===== config.mk =====
export PLATFORM = sky130hd
export DESIGN_NAME = pfi_front
export DESIGN_NICKNAME = d
export VERILOG_FILES = /design/src/hdl/polyphase_fir_interpolator_q15_top_assert.svh /design/src/hdl/pfi_pkg.sv /design/src/hdl/pfi_front.sv
export SDC_FILE = /design/constraint.sdc
export NUM_CORES = 1
export LEC_CHECK = 0
export ABC_AREA = 1
export BUFFER_PORTS_ARGS = -buffer_cell sky130_fd_sc_hd__buf_2
export CAP_MARGIN = 25
export CORE_UTILIZATION = 40
export DETAILED_ROUTE_END_ITERATION = 16
export PLACE_DENSITY_LB_ADDON = 0.1
export SYNTH_ARGS = -nofsm -noshare
export SYNTH_HDL_FRONTEND = slang
export SYNTH_SLANG_ARGS = --single-unit

===== constraint.sdc =====
create_clock -name clock -period 5.6 [get_ports clock]
set_input_delay 1.12 -clock clock [delete_from_list [all_inputs] [get_ports clock]]
set_output_delay 1.12 -clock clock [all_outputs]
set_load 0.005 [all_outputs]

===== src/hdl/polyphase_fir_interpolator_q15_top_assert.svh =====
// Assertion macros used by the interpolator engine.
`ifndef POLYPHASE_FIR_INTERPOLATOR_Q15_TOP_ASSERT_SVH
`define POLYPHASE_FIR_INTERPOLATOR_Q15_TOP_ASSERT_SVH

// Same-cycle implication, checked outside reset.
`define PFI_ASSERT_IMPLY(label, clk, rst, pre, post, msg) \
   label: assert property (@(posedge clk) disable iff (rst) (pre) |-> (post)) \
      else $error(msg);

// Next-cycle implication, checked outside reset.
`define PFI_ASSERT_NEXT(label, clk, rst, pre, post, msg) \
   label: assert property (@(posedge clk) disable iff (rst) (pre) |=> (post)) \
      else $error(msg);

`endif


===== src/hdl/pfi_pkg.sv =====
// Types, constants and codes shared by the polyphase interpolator modules.
package pfi_pkg;

   localparam int MAX_TAPS   = 256;
   localparam int MAX_PHASE  = 64;
   localparam int MAX_FACTOR = 16;

   localparam int COEF_AW      = $clog2(MAX_TAPS);
   localparam int DLY_AW       = $clog2(MAX_PHASE);
   localparam int FACTOR_IDX_W = $clog2(MAX_FACTOR);

   localparam int FACTOR_W = 5;
   localparam int PHASE_W  = 7;
   localparam int DATA_W   = 16;
   localparam int PROD_W   = 2 * DATA_W;
   localparam int ACC_W    = PROD_W + DLY_AW;
   localparam int Q_SHIFT  = 15;
   localparam int SAMPLE_MAX = 32767;
   localparam int SAMPLE_MIN = -32768;

   localparam int CSR_AW = 1;
   localparam int CSR_DW = 7;
   localparam logic [CSR_AW-1:0] CSR_INTERP_FACTOR = 1'b0;
   localparam logic [CSR_AW-1:0] CSR_PHASE_LENGTH  = 1'b1;

   localparam int CMD_DEPTH = 2;
   localparam int RSP_DEPTH = 4;

   typedef struct packed {
      logic                     req_type;
      logic signed [DATA_W-1:0] sample_in;
      logic [7:0]               coef_index;
      logic signed [DATA_W-1:0] coef_value;
   } req_item_type;

   typedef struct packed {
      logic signed [DATA_W-1:0] sample_out;
      logic                     is_last;
   } rsp_item_type;

   typedef enum logic {
      CMD_SAMPLE,
      CMD_COEF
   } cmd_kind_type;

   typedef struct packed {
      cmd_kind_type             kind;
      logic signed [DATA_W-1:0] value;
      logic [COEF_AW-1:0]       addr;
   } cmd_type;

   typedef struct packed {
      logic [FACTOR_W-1:0] factor;
      logic [PHASE_W-1:0]  taps;
   } cfg_type;

   typedef enum logic [1:0] {
      ST_IDLE,
      ST_START,
      ST_MAC,
      ST_DRAIN
   } engine_state_type;

endpackage


===== src/hdl/pfi_front.sv =====
// Request front end: accepts requests, classifies them and queues commands.
module pfi_front (
   input  logic                 clock,
   input  logic                 reset,
   input  logic                 push,
   output logic                 full,
   input  pfi_pkg::req_item_type req_item,
   output logic                 cmd_valid,
   output pfi_pkg::cmd_type     cmd,
   input  logic                 cmd_pop
);
   import pfi_pkg::*;

   localparam int QAW   = $clog2(CMD_DEPTH);
   localparam int CNT_W = $clog2(CMD_DEPTH + 1);

   cmd_type          queue_ff [CMD_DEPTH];
   logic [QAW-1:0]   wr_ptr_ff, wr_ptr_in;
   logic [QAW-1:0]   rd_ptr_ff, rd_ptr_in;
   logic [CNT_W-1:0] count_ff, count_in;
   cmd_type          cmd_new;
   logic             accept;
   logic             take;

   always_comb begin
      cmd_new.addr = req_item.coef_index[COEF_AW-1:0];
      if (req_item.req_type) begin
         cmd_new.kind  = CMD_COEF;
         cmd_new.value = req_item.coef_value;
      end else begin
         cmd_new.kind  = CMD_SAMPLE;
         cmd_new.value = req_item.sample_in;
      end
   end

   assign full      = (count_ff == CNT_W'(CMD_DEPTH));
   assign cmd_valid = (count_ff != '0);
   assign cmd       = queue_ff[rd_ptr_ff];
   assign accept    = push && !full;
   assign take      = cmd_pop && cmd_valid;

   always_comb begin
      wr_ptr_in = accept ? wr_ptr_ff + QAW'(1) : wr_ptr_ff;
      rd_ptr_in = take ? rd_ptr_ff + QAW'(1) : rd_ptr_ff;
      count_in  = count_ff + CNT_W'(accept) - CNT_W'(take);
   end

   always_ff @(posedge clock) begin
      if (reset) begin
         wr_ptr_ff <= '0;
         rd_ptr_ff <= '0;
         count_ff  <= '0;
      end else begin
         wr_ptr_ff <= wr_ptr_in;
         rd_ptr_ff <= rd_ptr_in;
         count_ff  <= count_in;
      end
   end

   always_ff @(posedge clock) begin
      if (accept) begin
         queue_ff[wr_ptr_ff] <= cmd_new;
      end
   end

endmodule


After elaboration in Yosys (flattened, before gate mapping). Memory sizes are Yosys's and may differ from the RTL's. A register that Yosys moved wholly into a read port is not among the register bits. Index checks and enable logic that the tools add are counted.

$add $sub $neg: 4. Multipliers: 0. Div/mod/pow operators: 0. Order comparisons: 0. Equality and inequality tests: 1. Shifts and indexed selects: 0. Multiplexer cells: 5. Bitwise operators: 0. Reduce and logical (&&, ||, !) cells: 4.

Operator list (number): 17-bit two-way mux (1); 1-bit two-way mux (4); 1-bit adder (second input constant) (2); 2-bit by 1-bit adder with 2-bit output (1); 2-bit equality test (second input constant) (1); 1-bit logical AND (2); 2-bit nonzero test (1); 2-bit by 1-bit subtractor with 2-bit output (1); 1-bit logical NOT (1).

Register bits after elaboration: 4. Bits in latches: 0. Bits in writable memories: 50. Bits in read-only memories: 0. Bits of input ports: 45. Output and inout port bits: 27. Word-level logic and storage cells: 18. Memories: 1.

Memory list: queue_ff (words 2, width 25, rd ports 1, clocked after memory_dff 1, write ports 1, RTL line pfi_front.sv:17) `cmd_type queue_ff [CMD_DEPTH];`.

Longest topological paths before layout.
Depth after elaboration: 5. Gate-level depth with buffers: 11. Gate-level depth less buffers: 11.

Worst setup path after synthesis. No wires, ideal clock.

Path kind: input to register. From: in push. To: mem queue_ff[0][0] in the netlist's numbering, enable pin. Setup time: 0.407 ns. Arrival time: 2.254 ns. Data required time: 5.193 ns. Path slack: 2.940 ns. Cell stages on the path: 2. Buffers on the path: 0. Cells stage by stage: nand2_1 -> nor2_1.

Longest elaborated chain between the ends: 3.

Ends and longest elaborated chain: start: declaration (RTL line pfi_front.sv:5) `input logic push,`; 1-bit logical AND (RTL line pfi_front.sv:39) `assign accept = push && !full;`; 1-bit two-way mux (RTL line pfi_front.sv:61) `if (accept) begin`; 1-bit two-way mux (not written as such) (RTL line pfi_front.sv:62) `queue_ff[wr_ptr_ff] <= cmd_new;`; end: declaration (RTL line pfi_front.sv:17).

Every way passes these cells.

==> impl_metrics.prom <==
# TYPE chip_impl_metric gauge
chip_impl_metric{name="setup.reg_to_reg.worst_slack",unit="ns"} 3.96
chip_impl_metric{name="synth-seq-cells",unit=""} 55
chip_impl_metric{name="grt_first_pass_wirelength",unit="um"} 5890
chip_impl_metric{name="seq_area_frac_synth",unit=""} 0.665
chip_impl_metric{name="max_stage_delay",unit="ns"} 0.86
chip_impl_metric{name="cts_buffers",unit=""} 5
chip_impl_info{name="clock_tree.root_cell",value="clkbuf_8"} 1
chip_impl_metric{name="clk_transition_reported_paths",unit="ns"} 0.09
chip_impl_metric{name="final.setup_skew",unit="ns"} 0.00578
chip_impl_metric{name="via_count_of_the_first_global_routing_pass",unit=""} 1342
chip_impl_metric{name="number_of_hold_buffers_added_after_cts",unit=""} 0
chip_impl_metric{name="layout.filler_cells",unit=""} 487
chip_impl_info{name="outcome",value="finished, final reports clean"} 1
chip_impl_metric{name="yosys_warnings",unit=""} 0
chip_impl_metric{name="gpl.final_weighted_congestion",unit=""} 0.657
chip_impl_metric{name="area_of_the_placeable_core",unit="um^2"} 5640
chip_impl_metric{name="io_buffer_count",unit=""} 71
chip_impl_metric{name="slew_headroom",unit=""} 0.466
chip_impl_metric{name="postSynthNetCount",unit=""} 182
chip_impl_info{name="clock_tree_from_tritoncts",value="yes"} 1
chip_impl_metric{name="dr_total_vias",unit=""} 1315
chip_impl_metric{name="layout_min_cycle_time",unit="ns"} 2.82
chip_impl_metric{name="final.setup.tns",unit="ns"} 0
chip_impl_metric{name="worstMarginPinSlew",unit="ns"} 0.801
chip_impl_metric{name="average_footprint_of_a_synthesized_cell",unit="um^2"} 17.9
chip_impl_metric{name="synthesis.instances",unit=""} 135
chip_impl_metric{name="static-leakage-power",unit="nW"} 1.24
chip_impl_metric{name="worstSkewPairLatency",unit="ns"} 0.30
chip_impl_info{name="min-delay-start",value="rd_ptr_ff"} 1
chip_impl_metric{name="cp.buffers_inverters",unit=""} 1
chip_impl_metric{name="clock.fmax",unit="MHz"} 355
chip_impl_metric{name="maximum_number_of_pins_on_one_net_before_global_route_repair",unit=""} 26
chip_impl_metric{name="fraction_of_layout_instances_using_a_drive_strength_above_1",unit=""} 0.588
chip_impl_info{name="rsz0062_at_grt",value="false"} 1
chip_impl_metric{name="floorplan.initialDensity",unit=""} 0.427
chip_impl_metric{name="synth.lib_cells_used.distinct",unit=""} 12
chip_impl_metric{name="wl_per_cell",unit="um"} 13.5
chip_impl_metric{name="portion_of_the_clock_cycle_consumed_by_the_worst_path_in_the_final_layout",unit=""} 0.503
chip_impl_info{name="end_kind",value="primary output"} 1
chip_impl_metric{name="finalHoldViolations",unit=""} 0
chip_impl_metric{name="die_h",unit="um"} 79.6
chip_impl_metric{name="drt-total-wl",unit="um"} 3830
chip_impl_metric{name="cts_htree_levels",unit=""} 2
chip_impl_metric{name="power.density_cell_area",unit="nW/um^2"} 385
chip_impl_info{name="largest_delay_share_family_worst_path",value="flip-flops"} 1
chip_impl_metric{name="die-area",unit="um^2"} 6340
chip_impl_metric{name="routed_via_density",unit=""} 4.65
chip_impl_metric{name="mappedNetlistArea",unit="um^2"} 2410
chip_impl_info{name="cpMaxStageDelayCell",value="dfxtp_2"} 1
chip_impl_metric{name="globalRouteMet3Util",unit=""} 0.0320
chip_impl_metric{name="final_nets",unit=""} 257
chip_impl_metric{name="ir_worst_vdd",unit="mV"} 0.204
chip_impl_metric{name="area_delta_synth_final",unit="%"} 20.8
chip_impl_metric{name="setup_failing_eps_final",unit=""} 0
chip_impl_info{name="r2r-start",value="count_ff[0]"} 1
chip_impl_info{name="timing.critical_path.from_type",value="register"} 1
chip_impl_info{name="grt-busiest-layer",value="met2"} 1
chip_impl_metric{name="drt_iter0_drc",unit=""} 58
chip_impl_metric{name="grt_use_total",unit=""} 0.126
chip_impl_metric{name="cap_viol_max_count",unit=""} 0
chip_impl_metric{name="std_cell_rows",unit=""} 27
chip_impl_metric{name="numClockSinks",unit=""} 55
chip_impl_metric{name="final.hold.worst_slack",unit="ns"} 0.517
chip_impl_metric{name="critPathArrivalTime",unit="ns"} 1.70
chip_impl_info{name="hold_path.class",value="reg -> reg"} 1
chip_impl_metric{name="final_cell_area",unit="um^2"} 2910
chip_impl_metric{name="detail-route-antenna-nets",unit=""} 0
chip_impl_metric{name="timing.critical_path.required",unit="ns"} 4.48
chip_impl_metric{name="globalRouteMet2Util",unit=""} 0.215
chip_impl_metric{name="antenna_found_initial",unit=""} 0
chip_impl_metric{name="drt_pre_antenna_iters",unit=""} 4
chip_impl_metric{name="drv_slew",unit=""} 0
chip_impl_metric{name="postCtsSetupRepairBufs",unit=""} 0
chip_impl_metric{name="detailed_place.area",unit="um^2"} 2780
chip_impl_info{name="timing_worst_setup_path_type",value="reg -> out"} 1
chip_impl_metric{name="grt_use_met1",unit=""} 0.146
chip_impl_metric{name="num_antenna_cells",unit=""} 0
chip_impl_metric{name="post-dp-hpwl",unit="um"} 2640
chip_impl_metric{name="ctsResizeCount",unit=""} 0
chip_impl_metric{name="clockBufferDepth",unit=""} 2
chip_impl_metric{name="grt_residual_overflow",unit=""} 0
chip_impl_metric{name="die_span_x",unit="um"} 79.6
chip_impl_metric{name="boundaryPins",unit=""} 72
chip_impl_metric{name="route.detailed.drc",unit=""} 0
chip_impl_metric{name="worstPathMaxFanout",unit=""} 25
chip_impl_info{name="crit_chain",value="mux2_2 -> buf_2"} 1
[placed cells by master (no fill, tap or decap), drive strengths merged]
cell,n
ha,2
a21oi,2
nand3,3
clkinv,2
inv,10
nor2,9
clkbuf,5
edfxtp,50
mux2,41
nand2,8
bufinv,1
dfxtp,5
buf,73
[per-layer routing]
| layer | share of wire | routed length (um) | up-vias |
|---|---|---|---|
| met1 | 0.42 | 1620 | 616 |
| li1 | - | - | 640 |
| met5 | 0 | 0 | - |
| met2 | 0.49 | 1860 | 52 |
| met4 | 0.018 | 69 | 0 |
| met3 | 0.072 | 277 | 7 |
[Yosys cell counts]
master / number / area share
a21oi_1: 2 / 0.0042
buf_12: 3 / 0.025
buf_6: 2 / 0.0093
dfxtp_1: 5 / 0.042
edfxtp_1: 50 / 0.62
ha_1: 2 / 0.010
inv_1: 10 / 0.016
mux2_2: 11 / 0.051
mux2_4: 30 / 0.19
nand2_1: 8 / 0.012
nand3_1: 3 / 0.0062
nor2_1: 9 / 0.014
[final timing paths]
path                                         to  depth (start not counted)
worst max register to register  queue_ff[1][13]                          5
worst max-delay path                     cmd[2]                          2
worst min register to register        rd_ptr_ff                          2
worst min-delay path                  rd_ptr_ff                          2
[cells by family (layout without fill, tap and decap cells)]
family / count (synthesis) / count (layout) / share of synthesized area
AO/OA/AOI/OAI: 2 / 2 / 0.00415
adder cells (fa/ha/maj): 2 / 2 / 0.0104
buffers and inverters: 15 / 91 / 0.0498
flip-flops: 55 / 55 / 0.665
multiplexers: 41 / 41 / 0.238
AND/OR/NAND/NOR: 20 / 20 / 0.0327
[final cells by class]
class	count	area, um^2	area share
Timing Repair Buffer	73	378	0.130
Inverter	10	37.5	0.0129
Tap cell	72	90.1	0.0309
Clock buffer	5	68.8	0.0236
Multi-Input combinational cell	65	691	0.237
Clock inverter	3	43.8	0.0150
Sequential cell	55	1600	0.550
[where the power goes]
part | switching [mW] | total (mW) | leakage [nW] | internal (mW)
clock | 0.117 | 0.250 | 0.0581 | 0.133
sequential | 0.0470 | 0.573 | 0.509 | 0.526
combinational | 0.126 | 0.299 | 0.673 | 0.173
total | 0.290 | 1.12 | 1.24 | 0.832
[flip-flops by register name, summed over array words and instances, names as in the netlist, named ones only]
name / flops
rd_ptr_ff: 1
queue_ff: 50
count_ff: 2
wr_ptr_ff: 1
[through the flow]
| stage | worst slack (ns) | total power [mW] | utilization | cells |
|---|---|---|---|---|
| after detailed placement | 3.07 | 0.884 | 0.493 | 274 |
| after CTS | 2.73 | 1.13 | 0.513 | 282 |
| final | 2.78 | 1.12 | 0.516 | 283 |
| after global routing | 2.67 | 1.19 | 0.516 | 283 |
| after global placement | 3.11 | 0.873 | 0.493 | 274 |
| after floorplan | 2.94 | 0.788 | - | 135 |
[worst reg2reg max path: stages (launching register included)]
cell     delay [ns]
dfxtp_1        0.36
inv_1          0.07
nand2_1        0.12
nand3_1        0.11
inv_1          0.44
buf_8          0.24
(Power assumes the default switching activity.)
