$ cat src/hdl/polyphase_fir_interpolator_q15_top_assert.svh
// Assertion macros used by the interpolator engine.
`ifndef POLYPHASE_FIR_INTERPOLATOR_Q15_TOP_ASSERT_SVH
`define POLYPHASE_FIR_INTERPOLATOR_Q15_TOP_ASSERT_SVH

// Same-cycle implication, checked outside reset.
`define PFI_ASSERT_IMPLY(label, clk, rst, pre, post, msg) \
   label: assert property (@(posedge clk) disable iff (rst) (pre) |-> (post)) \
      else $error(msg);

// Next-cycle implication, checked outside reset.
`define PFI_ASSERT_NEXT(label, clk, rst, pre, post, msg) \
   label: assert property (@(posedge clk) disable iff (rst) (pre) |=> (post)) \
      else $error(msg);

`endif

$ cat src/hdl/pfi_pkg.sv
// Types, constants and codes shared by the polyphase interpolator modules.
package pfi_pkg;

   localparam int MAX_TAPS   = 256;
   localparam int MAX_PHASE  = 64;
   localparam int MAX_FACTOR = 16;

   localparam int COEF_AW      = $clog2(MAX_TAPS);
   localparam int DLY_AW       = $clog2(MAX_PHASE);
   localparam int FACTOR_IDX_W = $clog2(MAX_FACTOR);

   localparam int FACTOR_W = 5;
   localparam int PHASE_W  = 7;
   localparam int DATA_W   = 16;
   localparam int PROD_W   = 2 * DATA_W;
   localparam int ACC_W    = PROD_W + DLY_AW;
   localparam int Q_SHIFT  = 15;
   localparam int SAMPLE_MAX = 32767;
   localparam int SAMPLE_MIN = -32768;

   localparam int CSR_AW = 1;
   localparam int CSR_DW = 7;
   localparam logic [CSR_AW-1:0] CSR_INTERP_FACTOR = 1'b0;
   localparam logic [CSR_AW-1:0] CSR_PHASE_LENGTH  = 1'b1;

   localparam int CMD_DEPTH = 2;
   localparam int RSP_DEPTH = 4;

   typedef struct packed {
      logic                     req_type;
      logic signed [DATA_W-1:0] sample_in;
      logic [7:0]               coef_index;
      logic signed [DATA_W-1:0] coef_value;
   } req_item_type;

   typedef struct packed {
      logic signed [DATA_W-1:0] sample_out;
      logic                     is_last;
   } rsp_item_type;

   typedef enum logic {
      CMD_SAMPLE,
      CMD_COEF
   } cmd_kind_type;

   typedef struct packed {
      cmd_kind_type             kind;
      logic signed [DATA_W-1:0] value;
      logic [COEF_AW-1:0]       addr;
   } cmd_type;

   typedef struct packed {
      logic [FACTOR_W-1:0] factor;
      logic [PHASE_W-1:0]  taps;
   } cfg_type;

   typedef enum logic [1:0] {
      ST_IDLE,
      ST_START,
      ST_MAC,
      ST_DRAIN
   } engine_state_type;

endpackage

$ cat src/hdl/pfi_rsp_fifo.sv
// Result queue between the engine and the result channel.
module pfi_rsp_fifo (
   input  logic                  clock,
   input  logic                  reset,
   input  logic                  wr_push,
   input  pfi_pkg::rsp_item_type wr_item,
   output logic                  wr_full,
   output logic                  empty,
   input  logic                  pop,
   output pfi_pkg::rsp_item_type rsp_item
);
   import pfi_pkg::*;

   localparam int QAW   = $clog2(RSP_DEPTH);
   localparam int CNT_W = $clog2(RSP_DEPTH + 1);

   rsp_item_type     queue_ff [RSP_DEPTH];
   logic [QAW-1:0]   wr_ptr_ff, wr_ptr_in;
   logic [QAW-1:0]   rd_ptr_ff, rd_ptr_in;
   logic [CNT_W-1:0] count_ff, count_in;
   logic             put;
   logic             take;

   assign wr_full  = (count_ff == CNT_W'(RSP_DEPTH));
   assign empty    = (count_ff == '0);
   assign rsp_item = queue_ff[rd_ptr_ff];
   assign put      = wr_push && !wr_full;
   assign take     = pop && !empty;

   always_comb begin
      wr_ptr_in = put ? wr_ptr_ff + QAW'(1) : wr_ptr_ff;
      rd_ptr_in = take ? rd_ptr_ff + QAW'(1) : rd_ptr_ff;
      count_in  = count_ff + CNT_W'(put) - CNT_W'(take);
   end

   always_ff @(posedge clock) begin
      if (reset) begin
         wr_ptr_ff <= '0;
         rd_ptr_ff <= '0;
         count_ff  <= '0;
      end else begin
         wr_ptr_ff <= wr_ptr_in;
         rd_ptr_ff <= rd_ptr_in;
         count_ff  <= count_in;
      end
   end

   always_ff @(posedge clock) begin
      if (put) begin
         queue_ff[wr_ptr_ff] <= wr_item;
      end
   end

endmodule

$ cat config.mk
export PLATFORM = sky130hd
export DESIGN_NAME = pfi_rsp_fifo
export DESIGN_NICKNAME = d
export VERILOG_FILES = /design/src/hdl/polyphase_fir_interpolator_q15_top_assert.svh /design/src/hdl/pfi_pkg.sv /design/src/hdl/pfi_rsp_fifo.sv
export SDC_FILE = /design/constraint.sdc
export NUM_CORES = 1
export LEC_CHECK = 0
export BUFFER_PORTS_ARGS = -buffer_cell sky130_fd_sc_hd__buf_2
export CORE_AREA = 8 8 118 120
export CTS_CLUSTER_DIAMETER = 100
export DETAILED_ROUTE_END_ITERATION = 12
export DIE_AREA = 0 0 126 128
export PLACE_DENSITY = 0.5
export SKIP_CTS_REPAIR_TIMING = 1
export SLEW_MARGIN = 5
export SYNTH_ARGS = -nofsm -noshare
export SYNTH_HDL_FRONTEND = slang
export SYNTH_SLANG_ARGS = --single-unit
export TNS_END_PERCENT = 5
$ cat constraint.sdc
create_clock -name clock -period 5.1 [get_ports clock]
set_input_delay 0.765 -clock clock [delete_from_list [all_inputs] [get_ports clock]]
set_output_delay 0.765 -clock clock [all_outputs]
set_load 0.05 [all_outputs]
# Word level (Yosys, flattened, before mapping)

Memories as Yosys holds them, arrays and structs flattened. A register that Yosys moved wholly into a read port is not among the register bits.
Cells that the tools add are included.
Widths: inputs -> output; s select.

Bits in registers: 7
Bits of input ports: 21
Memory bits (writable): 68
Output and inout port bits: 19
Memories: 1
Logic and storage cells: 18

Muxes and demuxes: 4
Add/subtract/negate cells: 4
Equal/unequal tests: 1
Reductions and logical operators: 5

Memories:

| name     | words | width | rd ports | clocked after Yosys merged registers in | wr ports | RTL line           | RTL |
|---|---|---|---|---|---|---|---|
| queue_ff | 4     | 17    | 1        | 1                                       | 1        | pfi_rsp_fifo.sv:17 | `rsp_item_type queue_ff [RSP_DEPTH];` |

Operators with widths:

| cell                | count |
|---|---|
| $add 2x1->2 const B | 2 |
| $mux 2              | 2 |
| $add 3x1->3         | 1 |
| $eq 3x3->1 const B  | 1 |
| $logic_not 3->1     | 1 |
| $sub 3x1->3         | 1 |
| $logic_and 1x1->1   | 2 |
| $logic_not 1->1     | 2 |
| $mux 1              | 2 |

# Logic depth before layout (Yosys ltp)

Gate-level depths: netlist (run 1).

Word-level depth: 5
Gate-level depth with buffers: 10

# Least setup slack after synthesis (run 1)

Ideal clock, no wire load.

Kind: reg2reg
Start point: reg count_ff[2]
End point: reg count_ff[2]
Arrival time: 2.406 ns
Library setup time: 0.125 ns
Slack: 2.570 ns
Cell stages (with the launch flop): 11
Path buffers: 0
Period minus slack after synthesis: 2.530 ns
Path through: dfxtp_1 nor3b_2 nor2_2 inv_1 ha_1 inv_1 ha_1 fa_1 xnor2_1 xnor2_1 nor2_1

Cells in the longest elaborated chain, start to end: 5

Ends and longest elaborated chain:

| item                     | RTL line           | RTL |
|---|---|---|
| start: declaration       | pfi_rsp_fifo.sv:20 | `logic [CNT_W-1:0] count_ff, count_in;` |
| start signal: assignment | pfi_rsp_fifo.sv:44 | `count_ff <= count_in;` |
| $eq 3x3->1               | pfi_rsp_fifo.sv:24 | `assign wr_full = (count_ff == CNT_W'(RSP_DEPTH));` |
| net wr_full              | pfi_rsp_fifo.sv:7  | `output logic wr_full,` |
| $logic_not 1->1          | pfi_rsp_fifo.sv:27 | `assign put = wr_push && !wr_full;` |
| $logic_and 1x1->1        | pfi_rsp_fifo.sv:27 |  |
| $add 3x1->3              | pfi_rsp_fifo.sv:33 | `count_in = count_ff + CNT_W'(put) - CNT_W'(take);` |
| $sub 3x1->3              | pfi_rsp_fifo.sv:33 |  |

The timed path passes the listed nets, and every way through them passes these cells.
A chain may end at the register's enable or synchronous reset.

==> impl_metrics.tcl, run 1 <==
set metrics [dict create \
    avgViaCountPerCell 3.956 \
    maxSlewHeadroom_pct 31.97 \
    r2r_cells 10 \
    synthFlopType "edfxtp_1" \
    stdcell_count 341 \
    rows 41 \
    clock_sinks 77 \
    powerDensity_nw_per_um2 551.5 \
    worstSetupPathType "flop to output port" \
    drv_cap 0 \
    dp_hpwl_um 3283 \
    antenna_cells 0 \
    ys_ff_latch 77 \
    crit_slowest_cell "dfxtp_1" \
    synth_edf_count 68 \
    die_w_um 126 \
    ctsLongestPathBuffers 2 \
    drc_errors 0 \
    synthArstFlopShare_pct 0 \
    dp_cells 325 \
    yosysSeqAreaShare_pct 74.84 \
    avgSynthCellArea_um2 21.21 \
    cp_cell_sequence "mux4_1, buf_2" \
    drtIter0Drc 48 \
    clkTransAtPathRegs_ns 0.06 \
    grt_max_degree 18 \
    io_pins 40 \
    htree_levels 3 \
    cts_tree "done" \
    wl_per_cell_um 15.48 \
    period_minus_slack_ns 2.656 \
    utilization_pct 29.53 \
    place_congestion 0.6248 \
    grt-ovfl-total 0 \
    grt_usage_pct 7.129 \
    port_buffers 39 \
    rsz0062_at_grt "false" \
    max_stage_delay_ns 0.91 \
    worstSetupStartpointType "flop" \
    drtPass1Iterations 4 \
    syn2layout_area_growth_pct 21.45 \
    fin_skew_ns 0.004664 \
    die_h_um 128 \
    synth_most_common_cell "edfxtp_1" \
    coreArea_um2 12210 \
    grt_pass1_vias 1485 \
    r2r_setup_slack_ns 2.94 \
    end_kind "output port" \
    ir_drop_mv 0.1795 \
    status "finished clean" \
    start_util_pct 24.32 \
    finalWirelength_um 5278 \
    syn_area_um2 2969 \
    num-nets-final 214 \
    synth_top_area_share_pct 68.77 \
    layout-drive-gt1-share_pct 36.65 \
    max_freq_mhz 376.4 \
    yosys.area.top_type "edfxtp_1" \
    antenna_found_initial 1 \
    crit_fanout 17 \
    synthTopCellsByArea "edfxtp_1 69%, mux4_2 9.1%, dfxtp_1 6.1%" \
    grt_pass1_wl_um 8328 \
    p_leak_nw 1.243 \
    drv_slew 0 \
    hp-start "rd_ptr_ff[1]" \
    final-hold-violation-count 0 \
    cts_root_buf "clkbuf_16" \
    hold_class "flop to flop" \
    synth_common_cells "68 x edfxtp_1, 12 x mux4_2, 9 x dfxtp_1, 8 x inv_1, 6 x ha_1" \
    clk_latency_ns 0.32 \
    reg2reg_from "count_ff[1]" \
    ant_nets 0 \
    cp.arrival_ns 1.89 \
    period_share_pct 52.09 \
    r2r_end "count_ff[2]" \
    synth_nets 168 \
    critical_path_required_ns 4.34 \
    netlist_instances 140 \
    cts_made_buffers 9 \
    dieArea_um2 16130 \
    setup_viol 0 \
    ys_types 26 \
    tns_ns 0 \
    ys_warn_count 0 \
    tightest_slew_ns 1.020 \
    vias 1349 \
    holdPathStages 2 \
]
==> cell usage in the layout, fill, tap and decap left out, drive strengths merged, types with 4 or more instances in the layout <==
cell    netlist  routed
clkbuf        1      10
ha            6       6
and2          4       4
edfxtp       68      68
mux4         17      17
dfxtp         9       9
buf           4      40
nor2          4       4
inv           8       9
==> critical path: cells and delay by family (launching register included) <==
family	cells	cell delay, ns
flops	1	0.91
mux	1	0.42
buf+inv	1	0.23
==> state kept, by name, indices dropped and copies added (netlist names), named ones only <==
register,flops
wr_ptr_ff,2
queue_ff,68
count_ff,3
rd_ptr_ff,2
==> logic make-up after synthesis <==
kind of cell / synth area share [%]
adder cells (fa/ha/maj): 3.203
AO/OA/AOI/OAI: 1.096
XOR/XNOR: 0.8851
multiplexers: 13.86
flip-flops: 74.84
buffers and inverters: 2.528
AND/OR/NAND/NOR: 3.582
==> per-layer routing <==
metal | share of wire [%] | global-route usage [%]
met3 | 5.1 | 2.912
met4 | 1.7 | 3.822
met2 | 50 | 11.51
met1 | 43 | 7.939
met5 | 0.23 | 0
==> stage by stage <==
step / cell area [um2] / hold WS [ns] / total power, mW / worst slack [ns]
after floorplan: 2969 / 0.4591 / 1.290 / 2.570
after global routing: 3606 / 0.5417 / 2.085 / 2.277
after global placement: 3314 / 0.4804 / 1.411 / 2.607
after CTS: 3606 / 0.5013 / 2.032 / 2.311
after detailed placement: 3314 / 0.4856 / 1.413 / 2.581
final: 3606 / 0.5007 / 1.989 / 2.444
==> where the power goes <==
part,switching (mW),internal [mW],total (mW)
Clock,0.230,0.378,0.608
Sequential,0.0373,0.763,0.800
Combinational,0.394,0.187,0.581
==> layout make-up <==
type                       instances  area [um2]
multi-input combinational         50       671.9
timing repair buffer              40       202.7
tap                              150       187.7
fill                            1209        8603
clock buffer                      10       229.0
sequential                        77        2222
clock inverter                     6       62.56
inverter                           8       30.03
==> worst max-delay path by stage <==
| stage | depth (start not counted) | from | end | slack [ns] |
|---|---|---|---|---|
| after floorplan | 10 | count_ff[2] | count_ff[2] | 2.57 |
| after CTS | 2 | flop | rsp_item[15] | 2.31 |
| after global placement | 11 | wr_push | count_ff[2] | 2.61 |
| after global routing | 2 | flop | rsp_item[15] | 2.28 |
| final | 2 | flop | rsp_item[15] | 2.44 |
| after detailed placement | 11 | wr_push | count_ff[2] | 2.58 |
(Power assumes the default switching activity.)
==> inputs of run 2 (changes only) <==
- PLACE_DENSITY: 0.5 -> 0.51
- clock period: 5.1 -> 2.21 ns (I/O delays scaled with it)
==> run 2 against run 1 <==
Utilization grew 1.0 points. Cell area rose by 3.4%. Sequential share of layout area fell by 1.9 points. Hold slack lost 0.28 ns. First-iteration DRC count grew 31%. Global-route usage decreased by 0.16 points. Flip-flop and latch count stayed put. Wire length decreased by 0.93%. Register-to-register slack worse by 2.8 ns. Via count up 4.3%. Combinational power rose by 150%. Clock power increased to 2.5 times the previous value. Critical endpoint is now count_ff[2]. Highest routed layer unchanged.
==> impl_metrics.tcl, run 2 (synthesized netlist as in run 1, its figures left out) <==
set metrics [dict create \
    layout-drive-gt1-share_pct 42.21 \
    cp.arrival_ns 2.28 \
    period_share_pct 93.48 \
    grt_pass1_vias 1541 \
    worstSetupPathType "flop to flop" \
    antenna_cells 0 \
    io_pins 40 \
    rsz0062_at_grt "false" \
    hold_class "primary input to flop" \
    powerDensity_nw_per_um2 1286 \
    place_congestion 0.6511 \
    wl_per_cell_um 14.98 \
    drtIter0Drc 63 \
    drtPass1Iterations 4 \
    dpl_worst_slack_ns 0.1354 \
    dieArea_um2 16130 \
    antenna_found_initial 1 \
    die_h_um 128 \
    finalWirelength_um 5229 \
    cp-startpoint "count_ff[1]" \
    ctsLongestPathBuffers 2 \
    grt_max_degree 18 \
    htree_levels 3 \
    cts_tree "done" \
    syn2layout_area_growth_pct 25.58 \
    ir_drop_mv 0.5191 \
    reg2reg_from "count_ff[1]" \
    grt_pass1_wl_um 8300 \
    finalInstanceArea_um2 3729 \
    period_minus_slack_ns 2.066 \
    vias 1407 \
    grt_usage_pct 6.972 \
    final-hold-violation-count 0 \
    coreArea_um2 12210 \
    setup_viol 0 \
    die_w_um 126 \
    drc_errors 0 \
    num-nets-final 222 \
    layout_common_cells "68 x edfxtp_1, 39 x buf_2, 12 x mux4_2, 9 x clkbuf_16" \
    drv_cap 0 \
    maxSlewHeadroom_pct 81.04 \
    worstSetupStartpointType "flop" \
    avgViaCountPerCell 4.032 \
    cts_made_buffers 9 \
    hp-start "wr_item[0]" \
    largest_register "queue_ff" \
    reg.largest.list "queue_ff (68), count_ff (3)" \
    grt-ovfl-total 0 \
    fin_skew_ns 0.005478 \
    status "finished clean" \
    p_leak_nw 1.303 \
    cts_root_buf "clkbuf_16" \
    dp_hpwl_um 3400 \
    layout_commonest_cell "edfxtp_1" \
    clock_sinks 77 \
    drv_slew 0 \
    place_area_um2 3412 \
    port_buffers 39 \
    tightest_slew_ns 0.2843 \
    start_util_pct 24.32 \
    clk_latency_ns 0.32 \
    crit_fanout 5 \
    rows 41 \
    setup_slack_ns 0.1442 \
    end_kind "flop" \
    largest_register_ffs 68 \
    critical_path_required_ns 2.43 \
    ant_nets 0 \
    max_freq_mhz 484.1 \
    clkTransAtPathRegs_ns 0.06 \
]
## run 2: worst paths after layout
check / cells past startpoint / slack, ns / end
max: 9 / 0.14 / count_ff[2]
min: 1 / 0.22 / queue_ff[2][0]
max reg2reg: 9 / 0.14 / count_ff[2]
min reg2reg: 2 / 0.49 / rd_ptr_ff[1]
## run 2: cell type report
class / count / area (um2)
Tap cell: 150 / 187.7
Multi-Input combinational cell: 50 / 690.7
Fill cell: 1209 / 8481
Clock inverter: 6 / 87.58
Timing Repair Buffer: 48 / 275.3
Sequential cell: 77 / 2228
Clock buffer: 10 / 229.0
Inverter: 8 / 30.03
## run 2: critical path: stages (launching register included)
cell	delay (ns)
dfxtp_2	0.36
o31ai_2	0.31
inv_1	0.08
ha_1	0.27
inv_1	0.04
ha_2	0.17
fa_2	0.37
xnor2_2	0.17
xnor2_1	0.13
nor2_1	0.05
## run 2: through the flow
step,util (%),power [mW],hold slack (ns),instances,TNS [ns]
6_report,30.54,4.796,0.2196,349,0
3_3_place_gp,27.95,3.343,0.4845,333,0
4_1_cts,30.54,4.883,0.2081,349,0
2_1_floorplan,-,3.015,0.4304,140,-0.07098
5_1_grt,30.54,5.022,0.2141,349,0
3_5_place_dp,27.95,3.347,0.4846,333,0
## run 2: layer usage
layer | global-route usage, % | routed length, um
met2 | 11.26 | 2573
met4 | 3.397 | 100
met1 | 7.900 | 2285
met3 | 2.829 | 253
met5 | 0 | 16
## run 2: power by group
part           leakage [nW]  switching (mW)  internal (mW)
sequential            0.698          0.0746           1.76
combinational         0.459           0.938          0.500
clock                 0.146           0.534          0.986
